### config.mk
export PLATFORM = sky130hd
export DESIGN_NAME = ppd_isqrt
export DESIGN_NICKNAME = d
export VERILOG_FILES = /design/src/sv/ppd_pkg.sv /design/src/sv/ppd_isqrt.sv
export SDC_FILE = /design/constraint.sdc
export NUM_CORES = 2
export LEC_CHECK = 0
export CAP_MARGIN = 20
export CORE_AREA = 10 10 564 566
export CTS_CLUSTER_DIAMETER = 150
export DETAILED_ROUTE_END_ITERATION = 8
export DIE_AREA = 0 0 574 576
export DONT_BUFFER_PORTS = 1
export PLACE_DENSITY = 0.66
export SKIP_CTS_REPAIR_TIMING = 1
export SLEW_MARGIN = 20
export SYNTH_ARGS = -nofsm -noshare
export SYNTH_HDL_FRONTEND = slang
export SYNTH_SLANG_ARGS = --single-unit
### constraint.sdc
create_clock -name i_clk -period 7.05 [get_ports i_clk]
set_input_delay 1.0575 -clock i_clk [delete_from_list [all_inputs] [get_ports i_clk]]
set_output_delay 1.0575 -clock i_clk [all_outputs]
set_load 0.1 [all_outputs]
### src/sv/ppd_pkg.sv
// Shared types, constants and a helper function for the point-to-plane projector.
`default_nettype none

package ppd_pkg;

    // Coordinate format and unit-normal scale
    localparam int CW          = 32;
    localparam int UNIT_BITS   = 28;
    localparam int NRM_W       = UNIT_BITS + 1;     // scaled normal magnitude width
    localparam int SUM_W       = 2 * NRM_W + 2;     // sum of three squares
    localparam int ROOT_W      = 30;                // square root width
    localparam int SQ_W        = 62;                // square-root working width
    localparam int SQ_STAGES   = ROOT_W / 2;        // two root bits per stage
    localparam int QUO_W       = 30;                // quotient width
    localparam int DIV_STAGES  = QUO_W / 2;         // two quotient bits per stage
    localparam int DIFF_W      = CW + 1;            // point minus origin
    localparam int DIST_W      = 38;
    localparam int PROJ_W      = 44;

    // Register indexes
    localparam logic CFG_USE_MEASURED    = 1'b0;
    localparam logic CFG_STORED_DISTANCE = 1'b1;

    typedef struct packed {
        logic signed [CW-1:0] point_x;
        logic signed [CW-1:0] point_y;
        logic signed [CW-1:0] point_z;
        logic signed [CW-1:0] origin_x;
        logic signed [CW-1:0] origin_y;
        logic signed [CW-1:0] origin_z;
        logic signed [CW-1:0] dir1_x;
        logic signed [CW-1:0] dir1_y;
        logic signed [CW-1:0] dir1_z;
        logic signed [CW-1:0] dir2_x;
        logic signed [CW-1:0] dir2_y;
        logic signed [CW-1:0] dir2_z;
    } t_in;

    typedef struct packed {
        logic signed [CW-1:0] signed_distance;
        logic signed [CW-1:0] proj_x;
        logic signed [CW-1:0] proj_y;
        logic signed [CW-1:0] proj_z;
        logic signed [CW-1:0] mid_x;
        logic signed [CW-1:0] mid_y;
        logic signed [CW-1:0] mid_z;
        logic signed [CW-1:0] shown_distance;
        logic                 degenerate;
    } t_out;

    // Per-item data that rides along the pipeline
    typedef struct packed {
        logic [2:0][CW-1:0]     p;
        logic [2:0][DIFF_W-1:0] d;
        logic [2:0]             neg;
        logic                   degen;
        logic [2:0][NRM_W-1:0]  m;
    } t_side;

    // Clamp to the signed coordinate range
    function automatic logic signed [CW-1:0] sat_cw(input logic signed [71:0] x);
        logic signed [71:0] hi;
        logic signed [71:0] lo;
        hi = 72'sh7FFFFFFF;
        lo = -hi - 72'sd1;
        if (x > hi) begin
            sat_cw = hi[CW-1:0];
        end else if (x < lo) begin
            sat_cw = lo[CW-1:0];
        end else begin
            sat_cw = x[CW-1:0];
        end
    endfunction

endpackage

`default_nettype wire

### src/sv/ppd_isqrt.sv
// Pipelined floor square root, two result bits per stage.
`default_nettype none

module ppd_isqrt import ppd_pkg::*; (
    input  wire logic              i_clk,
    input  wire logic              i_rst_n,
    input  wire logic              i_valid,
    input  wire logic [SUM_W-1:0]  i_sum,
    input  wire t_side             i_side,
    output logic                   o_valid,
    output logic [ROOT_W-1:0]      o_root,
    output t_side                  o_side
);

    logic            r_v  [0:SQ_STAGES];
    logic [SQ_W-1:0] r_x  [0:SQ_STAGES];
    logic [SQ_W-1:0] r_r  [0:SQ_STAGES];
    t_side           r_sd [0:SQ_STAGES];

    assign r_v[0]  = i_valid;
    assign r_x[0]  = SQ_W'(i_sum);
    assign r_r[0]  = '0;
    assign r_sd[0] = i_side;

    for (genvar s = 0; s < SQ_STAGES; s++) begin : g_stage
        localparam int K_HI = ROOT_W - 1 - 2 * s;
        logic [SQ_W-1:0] n_x;
        logic [SQ_W-1:0] n_r;
        logic [SQ_W-1:0] n_b;

        // Try two root bits: subtract when the trial fits
        always_comb begin
            n_x = r_x[s];
            n_r = r_r[s];
            for (int j = 0; j < 2; j++) begin
                n_b = SQ_W'(1) << (2 * (K_HI - j));
                if (n_x >= n_r + n_b) begin
                    n_x = n_x - (n_r + n_b);
                    n_r = (n_r >> 1) + n_b;
                end else begin
                    n_r = n_r >> 1;
                end
            end
        end

        always_ff @(posedge i_clk) begin
            if (!i_rst_n) begin
                r_v[s+1] <= 1'b0;
            end else begin
                r_v[s+1] <= r_v[s];
            end
        end

        always_ff @(posedge i_clk) begin
            r_x[s+1]  <= n_x;
            r_r[s+1]  <= n_r;
            r_sd[s+1] <= r_sd[s];
        end
    end

    assign o_valid = r_v[SQ_STAGES];
    assign o_root  = r_r[SQ_STAGES][ROOT_W-1:0];
    assign o_side  = r_sd[SQ_STAGES];

endmodule

`default_nettype wire

After elaboration in Yosys (flattened, before gate mapping)
Index checks and enable logic that the tools add are counted.
{"block": "totals", "in_bits": 349, "word_cells": 399, "output_inout_bits": 317, "reg_bits": 6071}
{"block": "classes", "n_addsub": 87, "magnitude_cmp": 30, "n_mux": 59}
{"op": "62-bit two-way mux", "count": 43}
{"op": "62-bit >= comparator", "count": 29}
{"op": "62-bit subtractor", "count": 27}
{"op": "61-bit two-way mux", "count": 14}
{"op": "61-bit by 11-bit adder with 62-bit output, second input constant", "count": 1}
{"op": "61-bit by 13-bit adder with 62-bit output, second input constant", "count": 1}
{"op": "61-bit by 15-bit adder with 62-bit output, second input constant", "count": 1}
{"op": "61-bit by 17-bit adder with 62-bit output, second input constant", "count": 1}
{"op": "61-bit by 19-bit adder with 62-bit output, second input constant", "count": 1}
{"op": "61-bit by 21-bit adder with 62-bit output, second input constant", "count": 1}
{"op": "61-bit by 23-bit adder with 62-bit output, second input constant", "count": 1}
{"op": "61-bit by 25-bit adder with 62-bit output, second input constant", "count": 1}
{"op": "61-bit by 27-bit adder with 62-bit output, second input constant", "count": 1}
{"op": "61-bit by 29-bit adder with 62-bit output, second input constant", "count": 1}
{"op": "61-bit by 3-bit adder with 62-bit output, second input constant", "count": 1}
{"op": "61-bit by 31-bit adder with 62-bit output, second input constant", "count": 1}
{"op": "61-bit by 33-bit adder with 62-bit output, second input constant", "count": 1}
{"op": "61-bit by 35-bit adder with 62-bit output, second input constant", "count": 1}
{"op": "61-bit by 37-bit adder with 62-bit output, second input constant", "count": 1}
{"op": "61-bit by 39-bit adder with 62-bit output, second input constant", "count": 1}
{"op": "61-bit by 41-bit adder with 62-bit output, second input constant", "count": 1}
{"op": "61-bit by 43-bit adder with 62-bit output, second input constant", "count": 1}
{"op": "61-bit by 45-bit adder with 62-bit output, second input constant", "count": 1}
{"op": "61-bit by 47-bit adder with 62-bit output, second input constant", "count": 1}
{"op": "43 further kinds", "count": 43}

Depth between registers and ports, before layout
{"block": "logic_depth", "ltp_word": 6, "mapped_depth": 32, "mapped_depth_nobuf": 28}

Worst setup path before layout
No wires, ideal clock.
{"block": "synth_path", "path_type": "flip-flop to flip-flop", "startpoint": "register r_r[214] (netlist name)", "endpoint": "register r_x[145] (netlist name)", "setup_time_ns": 0.123, "n_path_buf": 5, "period_less_slack_ns": 5.971, "arrival_time_ns": 5.848, "path_stages_with_launch": 28, "setup_slack_ns": 1.079, "t_required_ns": 6.927, "cell_sequence": "dfxtp_1 inv_1 ha_1 clkbuf_1 nand4_1 or2_2 a211o_1 a31o_2 nand3_1 clkbuf_1 clkbuf_1 nor2_1 a21oi_1 ha_1 a21o_1 a21o_1 a211oi_1 o21ai_0 a21o_1 a211o_1 a21oi_1 o31ai_2 a31oi_1 nor3_1 nor4_2 clkbuf_1 buf_2 o21ai_0"}
{"block": "synth_via", "elab_chain_cells": 6, "elab_cells_between_ends": 10, "classes_between": "add/sub: 5; order compare: 2; mux: 3"}
{"element": "start: declaration", "line_no": "ppd_isqrt.sv:17", "text": "logic [SQ_W-1:0] r_r [0:SQ_STAGES];"}
{"element": "start signal: indexed assignment", "line_no": "ppd_isqrt.sv:56", "text": "r_r[s+1] <= n_r;"}
{"element": "62-bit by 11-bit adder with 62-bit output", "line_no": "ppd_isqrt.sv:37, ppd_isqrt.sv:38"}
{"element": "62-bit >= comparator", "line_no": "ppd_isqrt.sv:37", "text": "if (n_x >= n_r + n_b) begin"}
{"element": "62-bit two-way mux", "line_no": "ppd_isqrt.sv:37"}
{"element": "62-bit by 9-bit adder with 62-bit output", "line_no": "ppd_isqrt.sv:37, ppd_isqrt.sv:38"}
{"element": "62-bit subtractor / 62-bit >= comparator (equally long branches)", "line_no": "ppd_isqrt.sv:38, ppd_isqrt.sv:37"}
{"element": "62-bit two-way mux (*)", "line_no": "ppd_isqrt.sv:37"}
{"element": "via g_stage[12].n_x[21]", "line_no": "ppd_isqrt.sv:27", "text": "logic [SQ_W-1:0] n_x;"}
{"element": "end signal: indexed assignment", "line_no": "ppd_isqrt.sv:55", "text": "r_x[s+1] <= n_x;"}
{"element": "end: declaration", "line_no": "ppd_isqrt.sv:16", "text": "logic [SQ_W-1:0] r_x [0:SQ_STAGES];"}
Mark *: on every way through the listed nets, which the timed path passes. The rest lies on a longest branch.
A chain may end at the register's enable or synchronous reset.

Worst setup path in the final report
{"block": "layout_path", "startpoint": "register r_r[596] (netlist name)", "endpoint": "register r_x[554] (netlist name)"}
{"block": "layout_via", "elab_chain_cells": 6, "elab_cells_between_ends": 10, "classes_between": "add/sub: 5; order compare: 2; mux: 3"}
{"element": "62-bit by 35-bit adder with 62-bit output", "line_no": "ppd_isqrt.sv:37, ppd_isqrt.sv:38"}
{"element": "62-bit >= comparator", "line_no": "ppd_isqrt.sv:37"}
{"element": "62-bit two-way mux", "line_no": "ppd_isqrt.sv:37"}
{"element": "62-bit by 33-bit adder with 62-bit output", "line_no": "ppd_isqrt.sv:37, ppd_isqrt.sv:38"}
{"element": "62-bit subtractor / 62-bit >= comparator (equally long branches)", "line_no": "ppd_isqrt.sv:38, ppd_isqrt.sv:37"}
{"element": "62-bit two-way mux (*)", "line_no": "ppd_isqrt.sv:37"}
{"element": "via g_stage[6].n_x[58]", "line_no": "ppd_isqrt.sv:27"}
Marks and branches as above.

==> impl_metrics.env <==
export IMPL_grt_pass1_vias=86730
export IMPL_irDropWorstVdd_mv=0.3063
export IMPL_hold_viol=0
export IMPL_htreeDepth=5
export IMPL_leakage_nw=74.72
export IMPL_yosysSeqAreaShare_pct=70.90
export IMPL_mostFrequentLayoutCells="dfxtp_1 (5402), nor2_1 (667), a21oi_1 (615), nand2_1 (580), ha_1 (507)"
export IMPL_synth_top_area_share_pct=70.90
export IMPL_core_area_um2=307300
export IMPL_synth_distinct_cells=111
export IMPL_grt_pass1_wl_mm=498.5
export IMPL_clockRootBuffer="clkbuf_16"
export IMPL_worstMarginPinSlew_ns=1.189
export IMPL_num_rows=204
export IMPL_post_drt_wl_per_cell_um=19.28
export IMPL_path_class="register to register"
export IMPL_nNetsFinal=13350
export IMPL_clkSlewWorstSetupHoldPaths_ns=0.07
export IMPL_die_w_um=574
export IMPL_grt_util_all_layers_pct=19.02
export IMPL_cts_tree="yes"
export IMPL_n_fill_cell=24730
export IMPL_antenna_found_initial=64
export IMPL_dp_hpwl_mm=245.4
export IMPL_status="finished clean"
export IMPL_drtPass1Iterations=8
export IMPL_io_pins=666
export IMPL_synth_async_reset_ratio_pct=0
export IMPL_initial_core_util_pct=49.73
export IMPL_synth_area_top_cells="dfxtp_1 (71%), ha_1 (4.2%), xnor2_1 (2.6%), a21oi_1 (2.0%), xor2_1 (1.7%)"
export IMPL_fmax_ghz=0.1504
export IMPL_cts_sinks=5413
export IMPL_dieArea_um2=330600
export IMPL_clockBufferDepth=4
export IMPL_area_delta_synth_final_pct=13.56
export IMPL_drv_cap=0
export IMPL_synth_edf_count=0
export IMPL_drtIter0Drc=5528
export IMPL_insertion_delay_ns=0.97
export IMPL_gr_total_overflow=0
export IMPL_grt_max_degree=51
export IMPL_synth_top_area_cell="dfxtp_1"
export IMPL_layout_commonest_cell="dfxtp_1"
export IMPL_critPathRequiredTime_ns=7.81
export IMPL_hold_path_class="input port to register"
export IMPL_start_kind="register"
export IMPL_drt_wl_total_mm=328.5
export IMPL_fin_skew_ns=0.1004
export IMPL_synth_cells=12300
export IMPL_p_per_area_nw_per_um2=430.3
export IMPL_cpMostUsedCell="a21o_1"
export IMPL_max_slew_margin_pct=20.60
export IMPL_critPathCaptureType="register"
export IMPL_fin_tns_setup_ns=0
export IMPL_numCtsBuffers=482
export IMPL_finalMaxSlewViolations=0
export IMPL_worst_ep_arrival_time_ns=7.40
export IMPL_fin_crit_sh_pct=94.31
export IMPL_syn_area_um2=152800
export IMPL_final_util_pct=56.48
export IMPL_viasPerCell=5.008
export IMPL_ant_nets=0
export IMPL_fin_area_um2=173600
export IMPL_place_gp_congestion=0.9515
export IMPL_max_stage_delay_ns=0.59
export IMPL_placed_cell_area_um2=156600
export IMPL_crit_slowest_cell="nor3_1"
export IMPL_synth_warnings=0
export IMPL_avgSynthCellArea_um2=12.43
export IMPL_critPathTopFamily="compound AO/OA/AOI/OAI gates"
export IMPL_setup_viol=0
export IMPL_syn_num_nets=13150
export IMPL_ys_flop_type="dfxtp_1"
export IMPL_portBuffers=0
export IMPL_cp_num_buf_inv=4
export IMPL_rsz0062_at_grt="false"
export IMPL_via_count=85330
export IMPL_ys_seq_elements=5413
export IMPL_dieHeight_um=576
export IMPL_crit_fanout=13
export IMPL_period_minus_slack_ns=6.649
export IMPL_drive_gt1_share_pct=9.343
export IMPL_drc=0
## cell usage after synthesis (50+ instances only)
library cell  number
dfxtp_1         5413
and2_1            62
a21o_1           247
buf_4            291
inv_1            456
xor2_1           304
nand3_1          222
nand2b_1          73
nor2b_1           85
o21ai_0          344
a21oi_1          616
xnor2_1          447
nand2_1          580
nand4_1          182
or3_1             83
o21a_1            86
nor3_1           217
or4_1             50
clkbuf_1         151
a31oi_1           68
mux2_2            57
and3_1            81
o31ai_1           80
ha_1             507
nor4_1           216
nor2_1           667
## report_power, final
group | total [mW] | leakage [nW] | internal [mW] | switching, mW
combinational | 11.9 | 20.9 | 4.79 | 7.16
clock | 26.7 | 8.18 | 15.5 | 11.3
sequential | 36.0 | 45.6 | 33.3 | 2.68
total | 74.7 | 74.7 | 53.6 | 21.1
## cell type report
cell class / count / area [um2] / area share [%]
clock buffer: 667 / 13690 / 7.885
tap: 4120 / 5155 / 2.970
timing repair buffer: 194 / 1556 / 0.8967
sequential: 5413 / 108400 / 62.44
inverter: 466 / 1749 / 1.008
clock inverter: 223 / 3199 / 1.843
multi-input combinational: 5934 / 39790 / 22.93
antenna: 22 / 55.05 / 0.03172
## metal layers
layer	track usage (%)	vias up	wire (um)	part of all wire, %
li1	-	41950	-	-
met1	21.55	39870	129300	39
met2	33.55	2651	159500	49
met3	4.298	851	20480	6.2
met4	9.781	16	19050	5.8
met5	0	-	113	0.034
## registers in the layout (all words and copies together), names as in the netlist
register / count
o_root: 30
o_side: 286
o_valid: 1
r_r: 210
r_sd: 4004
r_v: 14
r_x: 868
## path summary, 6_finish.rpt
kind	start	to	slack, ns	cells past startpoint
setup reg to reg	r_r[596]	r_x[554]	0.40	25
hold / removal	i_side[209]	r_sd[4213]	0.11	0
hold reg to reg	r_sd[2063]	r_sd[1777]	0.24	0
setup / recovery	r_r[596]	r_x[554]	0.40	25
## stage by stage
step | instances | setup WS [ns] | power (mW) | hold slack (ns)
6_report | 17040 | 0.4012 | 74.69 | 0.1078
2_1_floorplan | 12300 | 1.079 | 44.68 | 0.3096
3_5_place_dp | 16130 | 0.3019 | 48.37 | 0.3121
3_3_place_gp | 16130 | 0.3616 | 48.15 | 0.3095
5_1_grt | 17030 | 0.008897 | 78.12 | 0.02170
4_1_cts | 17020 | 0.2831 | 75.31 | 0.004215
## cell families after synthesis
logic type / Yosys count / synth area share [%]
buffers and inverters: 951 / 3.105
DFF: 5413 / 70.90
xor gates and xnor gates: 753 / 4.325
muxes: 81 / 0.5927
adders and majority gates: 507 / 4.150
AOI/OAI and AO/OA: 1867 / 7.793
and+or+nand+nor: 2726 / 9.134
(Power assumes the default switching activity.)
